$ cat src/rtl/tgad_pkg.sv
// Shared types and constants for the TGA true-color stream decoder.
package tgad_pkg;

  localparam int unsigned ByteW = 8;
  localparam int unsigned WordW = 16;
  localparam int unsigned HdrIdxW = 5;
  localparam int unsigned CompIdxW = 2;

  localparam logic [HdrIdxW-1:0] HdrLastIdx = 5'd17;
  localparam logic [ByteW-1:0] TypeTrueColor = 8'd2;
  localparam logic [ByteW-1:0] MapNone = 8'd0;
  localparam logic [ByteW-1:0] Depth24 = 8'd24;
  localparam logic [ByteW-1:0] Depth32 = 8'd32;
  localparam logic [ByteW-1:0] AlphaOpaque = 8'hFF;

  localparam int unsigned TdataOutW = 112;

  typedef enum logic [1:0] {
    PH_IDLE   = 2'd0,
    PH_HEADER = 2'd1,
    PH_IDSKIP = 2'd2,
    PH_PIXELS = 2'd3
  } phase_e;

  typedef enum logic [1:0] {
    KIND_HDR_OK  = 2'd0,
    KIND_PIXEL   = 2'd1,
    KIND_HDR_BAD = 2'd2
  } kind_e;

  typedef enum logic [1:0] {
    ERR_NONE      = 2'd0,
    ERR_NOT_TRUE  = 2'd1,
    ERR_BAD_DEPTH = 2'd2
  } err_e;

  typedef struct packed {
    kind_e            kind;
    logic [WordW-1:0] width;
    logic [WordW-1:0] height;
    logic [ByteW-1:0] bpp;
    logic [WordW-1:0] org_x;
    logic [WordW-1:0] org_y;
    logic [ByteW-1:0] red;
    logic [ByteW-1:0] green;
    logic [ByteW-1:0] blue;
    logic [ByteW-1:0] alpha;
    logic             last;
    err_e             err;
  } result_t;

endpackage

$ cat src/rtl/tga_truecolor_stream_decoder_top.sv
// Top level of the TGA true-color stream decoder with its output register.
// The decoder takes one byte of a TGA file per cycle, with tuser high on the
// first byte of each file, and emits a header transaction after the 18th
// header byte and one RGBA pixel transaction per 3 or 4 pixel bytes. Input
// ready drops only while a result sits in the output register and the
// downstream side is not taking it, so with a ready sink the block sustains
// one byte per clock cycle, and each result is registered and appears in the
// cycle after the byte that completes it.
module tga_truecolor_stream_decoder_top import tgad_pkg::*; (
  input  logic                 clk_i,
  input  logic                 rst_ni,
  input  logic                 s_axis_tvalid_i,
  output logic                 s_axis_tready_o,
  // [7:0] data_byte
  input  logic [ByteW-1:0]     s_axis_tdata_i,
  // [0] file_start
  input  logic                 s_axis_tuser_i,
  output logic                 m_axis_tvalid_o,
  input  logic                 m_axis_tready_i,
  // [15:0] image_width, [31:16] image_height, [39:32] bits_per_pixel,
  // [55:40] origin_x, [71:56] origin_y, [79:72] red, [87:80] green,
  // [95:88] blue, [103:96] alpha, [105:104] error_code, rest zero
  output logic [TdataOutW-1:0] m_axis_tdata_o,
  // [1:0] result_kind
  output logic [1:0]           m_axis_tuser_o,
  // last_pixel
  output logic                 m_axis_tlast_o
);

  logic    step;
  logic    res_valid;
  result_t res;
  logic    out_valid_q, out_valid_d;
  result_t out_q;

  assign s_axis_tready_o = !out_valid_q || m_axis_tready_i;
  assign step = s_axis_tvalid_i && s_axis_tready_o;

  tgad_parser u_parser (
    .clk_i       (clk_i),
    .rst_ni      (rst_ni),
    .step_i      (step),
    .byte_i      (s_axis_tdata_i),
    .start_i     (s_axis_tuser_i),
    .res_valid_o (res_valid),
    .res_o       (res)
  );

  always_comb begin
    out_valid_d = out_valid_q && !m_axis_tready_i;
    if (step && res_valid) begin
      out_valid_d = 1'b1;
    end
  end

  always_ff @(posedge clk_i or negedge rst_ni) begin
    if (!rst_ni) begin
      out_valid_q <= 1'b0;
    end else begin
      out_valid_q <= out_valid_d;
    end
  end

  always_ff @(posedge clk_i) begin
    if (step && res_valid) begin
      out_q <= res;
    end
  end

  assign m_axis_tvalid_o = out_valid_q;
  assign m_axis_tuser_o  = out_q.kind;
  assign m_axis_tlast_o  = out_q.last;
  assign m_axis_tdata_o  = {6'd0, out_q.err, out_q.alpha, out_q.blue, out_q.green,
                            out_q.red, out_q.org_y, out_q.org_x, out_q.bpp,
                            out_q.height, out_q.width};

endmodule

$ cat src/rtl/tgad_parser.sv
// Header capture, ID skip and pixel assembly state for the TGA decoder.
module tgad_parser import tgad_pkg::*; (
  input  logic             clk_i,
  input  logic             rst_ni,
  input  logic             step_i,
  input  logic [ByteW-1:0] byte_i,
  input  logic             start_i,
  output logic             res_valid_o,
  output result_t          res_o
);

  phase_e               phase_q, phase_d;
  logic [HdrIdxW-1:0]   hidx_q, hidx_d;
  logic [ByteW-1:0]     skip_q, skip_d;
  logic [ByteW-1:0]     map_q, map_d;
  logic [ByteW-1:0]     type_q, type_d;
  logic [WordW-1:0]     ox_q, ox_d;
  logic [WordW-1:0]     oy_q, oy_d;
  logic [WordW-1:0]     wid_q, wid_d;
  logic [WordW-1:0]     hgt_q, hgt_d;
  logic [ByteW-1:0]     dep_q, dep_d;
  logic [WordW-1:0]     col_q, col_d;
  logic [WordW-1:0]     row_q, row_d;
  logic [CompIdxW-1:0]  comp_q, comp_d;
  logic [3*ByteW-1:0]   held_q, held_d;

  phase_e               phase_eff;
  logic [HdrIdxW-1:0]   hidx_eff;
  logic [3*ByteW-1:0]   held_new;
  logic [ByteW-1:0]     skip_dec;
  logic [WordW:0]       col_inc;
  logic [WordW:0]       row_inc;
  logic                 pix_done;
  err_e                 err;

  always_comb begin
    phase_d     = phase_q;
    hidx_d      = hidx_q;
    skip_d      = skip_q;
    map_d       = map_q;
    type_d      = type_q;
    ox_d        = ox_q;
    oy_d        = oy_q;
    wid_d       = wid_q;
    hgt_d       = hgt_q;
    dep_d       = dep_q;
    col_d       = col_q;
    row_d       = row_q;
    comp_d      = comp_q;
    held_d      = held_q;
    res_valid_o = 1'b0;
    res_o       = '0;
    phase_eff   = start_i ? PH_HEADER : phase_q;
    hidx_eff    = start_i ? '0 : hidx_q;
    held_new    = held_q;
    skip_dec    = skip_q - 8'd1;
    col_inc     = {1'b0, col_q} + 17'd1;
    row_inc     = {1'b0, row_q} + 17'd1;
    pix_done    = 1'b0;
    err         = ERR_NONE;

    if (type_q != TypeTrueColor || map_q != MapNone) begin
      err = ERR_NOT_TRUE;
    end else if (dep_q != Depth24 && dep_q != Depth32) begin
      err = ERR_BAD_DEPTH;
    end

    case (comp_q)
      2'd0: held_new = {held_q[23:8], byte_i};
      2'd1: held_new = {held_q[23:16], byte_i, held_q[7:0]};
      2'd2: held_new = {byte_i, held_q[15:0]};
      default: held_new = held_q;
    endcase

    if (step_i) begin
      phase_d = phase_eff;
      hidx_d  = hidx_eff;
      case (phase_eff)
        PH_HEADER: begin
          case (hidx_eff)
            5'd0:  skip_d = byte_i;
            5'd1:  map_d = byte_i;
            5'd2:  type_d = byte_i;
            5'd8:  ox_d = {8'd0, byte_i};
            5'd9:  ox_d = {byte_i, ox_q[7:0]};
            5'd10: oy_d = {8'd0, byte_i};
            5'd11: oy_d = {byte_i, oy_q[7:0]};
            5'd12: wid_d = {8'd0, byte_i};
            5'd13: wid_d = {byte_i, wid_q[7:0]};
            5'd14: hgt_d = {8'd0, byte_i};
            5'd15: hgt_d = {byte_i, hgt_q[7:0]};
            5'd16: dep_d = byte_i;
            default: ;
          endcase
          if (hidx_eff >= HdrLastIdx) begin
            res_valid_o  = 1'b1;
            res_o.kind   = (err != ERR_NONE) ? KIND_HDR_BAD : KIND_HDR_OK;
            res_o.width  = wid_q;
            res_o.height = hgt_q;
            res_o.bpp    = dep_q;
            res_o.org_x  = ox_q;
            res_o.org_y  = oy_q;
            res_o.err    = err;
            col_d  = '0;
            row_d  = '0;
            comp_d = '0;
            held_d = '0;
            if (err != ERR_NONE) begin
              phase_d = PH_IDLE;
            end else if (wid_q == '0 || hgt_q == '0) begin
              res_o.last = 1'b1;
              phase_d    = PH_IDLE;
            end else if (skip_q != '0) begin
              phase_d = PH_IDSKIP;
            end else begin
              phase_d = PH_PIXELS;
            end
          end else begin
            hidx_d = hidx_eff + 5'd1;
          end
        end
        PH_IDSKIP: begin
          skip_d = skip_dec;
          if (skip_dec == '0) begin
            phase_d = PH_PIXELS;
          end
        end
        PH_PIXELS: begin
          res_o.alpha = AlphaOpaque;
          if (comp_q != 2'd3) begin
            pix_done = (comp_q == 2'd2) && (dep_q != Depth32);
          end else begin
            res_o.alpha = byte_i;
            pix_done    = 1'b1;
          end
          if (!pix_done) begin
            held_d = held_new;
            comp_d = comp_q + 2'd1;
            res_o  = '0;
          end else begin
            res_valid_o = 1'b1;
            res_o.kind  = KIND_PIXEL;
            res_o.red   = held_new[23:16];
            res_o.green = held_new[15:8];
            res_o.blue  = held_new[7:0];
            comp_d      = '0;
            held_d      = '0;
            if (col_inc >= {1'b0, wid_q}) begin
              col_d = '0;
              if (row_inc >= {1'b0, hgt_q}) begin
                res_o.last = 1'b1;
                row_d      = '0;
                phase_d    = PH_IDLE;
              end else begin
                row_d = row_inc[WordW-1:0];
              end
            end else begin
              col_d = col_inc[WordW-1:0];
            end
          end
        end
        default: phase_d = PH_IDLE;
      endcase
    end
  end

  always_ff @(posedge clk_i or negedge rst_ni) begin
    if (!rst_ni) begin
      phase_q <= PH_IDLE;
      hidx_q  <= '0;
      skip_q  <= '0;
      map_q   <= '0;
      type_q  <= '0;
      ox_q    <= '0;
      oy_q    <= '0;
      wid_q   <= '0;
      hgt_q   <= '0;
      dep_q   <= '0;
      col_q   <= '0;
      row_q   <= '0;
      comp_q  <= '0;
      held_q  <= '0;
    end else begin
      phase_q <= phase_d;
      hidx_q  <= hidx_d;
      skip_q  <= skip_d;
      map_q   <= map_d;
      type_q  <= type_d;
      ox_q    <= ox_d;
      oy_q    <= oy_d;
      wid_q   <= wid_d;
      hgt_q   <= hgt_d;
      dep_q   <= dep_d;
      col_q   <= col_d;
      row_q   <= row_d;
      comp_q  <= comp_d;
      held_q  <= held_d;
    end
  end

endmodule
$ cat config.mk
export PLATFORM = sky130hd
export DESIGN_NAME = tga_truecolor_stream_decoder_top
export DESIGN_NICKNAME = d
export VERILOG_FILES = /design/src/rtl/tgad_pkg.sv /design/src/rtl/tga_truecolor_stream_decoder_top.sv /design/src/rtl/tgad_parser.sv
export SDC_FILE = /design/constraint.sdc
export NUM_CORES = 1
export LEC_CHECK = 0
export ABC_AREA = 0
export BUFFER_PORTS_ARGS = -buffer_cell sky130_fd_sc_hd__buf_2
export CORE_MARGIN = 8
export CORE_UTILIZATION = 55
export CTS_BUF_LIST = sky130_fd_sc_hd__clkbuf_8
export DETAILED_ROUTE_END_ITERATION = 7
export PLACE_DENSITY = 0.78
export SYNTH_ARGS = -nofsm -noshare
export SYNTH_HDL_FRONTEND = slang
export SYNTH_SLANG_ARGS = --single-unit
$ cat constraint.sdc
create_clock -name clk_i -period 5.8 [get_ports clk_i]
set_input_delay 0.58 -clock clk_i [delete_from_list [all_inputs] [get_ports clk_i]]
set_output_delay 0.58 -clock clk_i [all_outputs]
set_load 0.05 [all_outputs]
==> flow_results.org <==
** Setup path
- Depth of the most critical reg-to-reg path :: 14
- Worst setup path endpoint :: u_parser.row_q[11]
- Biggest fanout along the worst timing path :: 15
- CP arrival :: 4.72 ns
- Cell at the slowest stage of the critical path :: o21ai_1
- The worst register-to-register path begins at u_parser.col_q[0].
- Register-to-register path setup slack :: 1.56 ns
- In this run the worst setup path begins at u_parser.col_q[0].
- Counting both buffers and inverters, the worst setup path holds a total of 0.
- Cell depth of the worst setup path :: 14
- Critical Path Start Type :: flip-flop
- Crit-path cells :: ha_1 -> nand2_1 -> or3_1 -> nor2_1 -> nand3_1 -> xnor2_1 -> ha_1 -> nand3_1 -> nor4_1 -> a221oi_1 -> o2111ai_2 -> o21ai_1 -> o21bai_1 -> a21o_1
- STA classifies the critical path endpoint as a flip-flop.
- For the worst setup path, the data required time is 6.28 ns.
- The endpoint identified for the worst register-to-register timing path is u_parser.row_q[11].
- Critical path's top delay family :: compound AO/OA/AOI/OAI gates
- Maximum single-stage delay on the critical path :: 0.92 ns
- The worst setup path is of the reg2reg kind.

** Worst hold path
- Path type of the worst min-delay path :: in2async

** Final layout
- In the final layout, the share of cells above drive strength 1 is 0.193.
- From synthesis to final layout, the design area changed by 12.6%.
- The finished cells cover 14000 µm².
- The multi-input combinational cells in the finished layout cover a total of 4700 µm².
- Final layout net count :: 1253
- Post-layout utilization of the core :: 0.626
- Sequential Area :: 7330 µm²
- The number of antenna diodes in the final layout is 0.
- The filler cells instantiated in the layout total 1750.

** Power
- Of the total power, the share spent switching nets is 0.259.
- For this design the total switching power over the nets is 1070 µW.
- Peak ir drop on the vdd network :: 0.178 mV
- Share of total power in sequential cells :: 0.547
- Pwr/cell area :: 293 nW/µm²
- The share of total power dissipated in combinational logic is 0.104.
- The share of total power dissipated in the clock network is 0.348.
- Internal power :: 3050 µW
- The analysis attributes to cell leakage a power of 0.00673 µW.

** Global routing
- Entering global routing, the biggest net connects 104 pins.
- All-layer global routing usage :: 0.206
- Initial antenna violation count :: 0
- GRT overflow :: 0
- The number of global-route vias before repair came to 8794.
- The first global-routing pass estimated 46.7 mm of wire.

** Logic synthesis
- Averaged over all synthesized cells, the footprint is 11.6 µm².
- Cells taking the most area after synthesis :: dfrtp_1 (32%), edfxtp_1 (26%), ha_1 (4.7%), a22o_1 (4.2%), mux2_2 (3.9%)
- Most frequent cells after synthesis :: dfrtp_1 (162), edfxtp_1 (109), nor2_1 (98), nand2_1 (69), a22o_1 (60)
- In the synthesized netlist the async set-or-reset flop fraction comes to 0.598.
- During synthesis, Yosys emitted a total of 0 warnings.
- Top flip-flop cell by instance count after synthesis :: dfrtp_1
- Register bit count reported by yosys :: 271
- Number of flops mapped to enable cells by yosys :: 109
- The cell area that synthesis handed to floorplanning was 12500 µm².
- Most common cell in the synthesized netlist :: dfrtp_1
- The largest total area in the synthesized netlist belongs to dfrtp_1.
- Number of distinct standard cells referenced by the synthesized netlist :: 58
- Of the synthesized area, sequential elements account for 0.587.
- Post-synth top area share :: 0.325
- In the synthesized netlist, the number of instances is 1073.

** STA
- Setup violations remaining at the end of the flow were counted as 0.
- At the pin with the least slew margin, the transition time is 1.10 ns.
- Of the available clock period, the critical path in the final layout requires 0.731.
- On the final layout, the worst hold slack is 0.166 ns.
- Derived from the worst setup path, the maximum achievable clock frequency is 236 MHz.
- The number of endpoints with negative hold slack in the final report is 0.
- Final clock skew :: 0.0293 ns
- In the final timing run, aggregate negative setup slack is 0 ns.
- Unrepaired setup endpoints after global routing :: false
- Worst rel slew slack :: 0.262
- The clock period could shrink to 4.24 ns.
- Number of max-slew violations in the final report :: 0

** Floorplanning
- Width of the chip :: 167 µm
- 130 I/O pins were placed.
- Height of the die :: 167 µm
- Die outline area :: 27800 µm²
- For this configuration, the core starts out at a cell density of 0.556.
- Site Rows :: 55
- Floorplan core area :: 22400 µm²

** Placement
- After detailed placement, the total cell area comes to 13300 µm².
- Detailed placement ended at an HPWL of 19.3 mm.
- The congestion estimate from routability-driven global placement came to 0.914.
- During placement, the flow inserted port buffers numbering 123.

** CTS
- Clock tree synthesis selected as its root buffer the cell clkbuf_8.
- Clock insertion delay at the later pin of the skew report :: 0.55 ns
- Clock slew at the register clock pins of the worst setup and hold paths :: 0.06 ns
- Post-CTS timing repair inserted 0 buffers for setup.
- Gates resized during post-CTS repair numbered 0.
- TritonCTS built the clock tree.
- Number of buffers inserted during clock tree synthesis :: 42
- The tree built by TritonCTS fans out to 271 sinks.
- Counting along the longest clock path gives a buffer depth of 3.
- Number of levels in the clock H-tree :: 2
- Count of hold buffers inserted by post-cts repair :: 0

** Route
- Iteration-0 DRC count of the detailed router :: 710
- Dividing the detail-routed via count by the number of cells gives 5.86.
- Number of iterations in the first detailed-routing pass :: 5
- Remaining DRCs :: 0
- Routed WL :: 28.9 mm
- Once detail routing completed, the nets flagged for antenna violations numbered 0.
- Dividing the detail-routed wire length by the instance count gives 19.1 µm.
- Across all layers, the routed design uses 8862 vias.

** Job
- Maxcap violations :: 0

** Outcome
- The flow ran to the end, and the final reports show no timing, DRC or antenna violations.
-- cells in the final DEF (no fill, tap or decap), types with 7 or more instances in the layout --
master,n
a21o_1,10
a21oi_1,37
a22o_1,60
a22oi_1,25
a32o_1,10
and2_1,49
and3_1,12
buf_2,122
buf_4,8
clkbuf_8,45
dfrtp_1,162
edfxtp_1,109
ha_1,47
inv_1,78
mux2_2,43
mux2i_1,15
nand2_1,69
nand3_1,26
nand4_1,17
nor2_1,98
nor3_1,15
nor4_1,15
o21ai_0,48
or3_1,7
xnor2_1,14
xor2_1,12
-- area by class of cell --
class                   instances  share of cell area
well taps                     285              0.0254
clock inverters                33              0.0102
inverters                      58              0.0157
clock buffers                  45              0.0441
flip-flops and latches        271               0.522
repair buffers                131              0.0485
multi-input cells             689               0.335
-- cell families after synthesis --
group	Yosys count	synth area share
AO/OA/AOI/OAI	211	0.119
buffers and inverters	118	0.0379
adder cells (fa/ha/maj)	47	0.0471
XOR/XNOR	26	0.0183
flip-flops	271	0.587
other	1	0.000301
AND/OR/NAND/NOR	341	0.139
multiplexers	58	0.0508
-- flip-flops by register name (all words and copies together) (netlist names), 16 cells and up --
register	flops
m_axis_tdata_o	106
u_parser.held_q	24
u_parser.col_q	16
u_parser.hgt_q	16
u_parser.ox_q	16
u_parser.oy_q	16
u_parser.row_q	16
u_parser.wid_q	16
-- how the worst min path moves through the flow --
stage                             start             endpoint  slack [ns]  cells past startpoint
finish                           rst_ni     u_parser.oy_q[3]        0.17                      1
global route                     rst_ni     u_parser.oy_q[3]        0.21                      1
CTS                              rst_ni   u_parser.hidx_q[4]        0.19                      1
detailed placement  u_parser.held_q[14]  u_parser.held_q[14]        0.47                      2
global placement    u_parser.held_q[14]  u_parser.held_q[14]        0.46                      2
floorplan                        rst_ni      m_axis_tvalid_o        0.28                      0
-- power by group through the flow --
stage / clock network, µW / registers, µW / logic (µW)
after global placement: 0 / 2280 / 415
final: 1440 / 2250 / 430
after detailed placement: 0 / 2290 / 429
after floorplan: 0 / 2250 / 334
after CTS: 1470 / 2250 / 431
after global routing: 1560 / 2270 / 479
-- worst reg2reg max path, delay by kind of cell (launching register included) --
family,cells,cell delay (ns)
adder cells (fa/ha/maj),2,0.56
AO/OA/AOI/OAI,5,1.86
flip-flops,1,0.43
AND/OR/NAND/NOR,6,1.14
XOR/XNOR,1,0.20
-- routing by layer --
layer	vias up	share of wire	global-route usage
li1	4110	-	-
met1	4398	0.43	0.270
met2	297	0.47	0.329
met3	57	0.070	0.0499
met4	0	0.025	0.0752
met5	-	0	0
-- through the flow --
| stage | std cells | setup slack (ns) | power [µW] |
|---|---|---|---|
| after detailed placement | 1434 | 1.66 | 2720 |
| after global placement | 1434 | 1.80 | 2700 |
| final | 1512 | 1.56 | 4120 |
| after floorplan | 1078 | 0.0493 | 2590 |
| after global routing | 1512 | 1.16 | 4320 |
| after CTS | 1512 | 1.63 | 4150 |
Note: power is estimated with default switching activity, not from simulation.
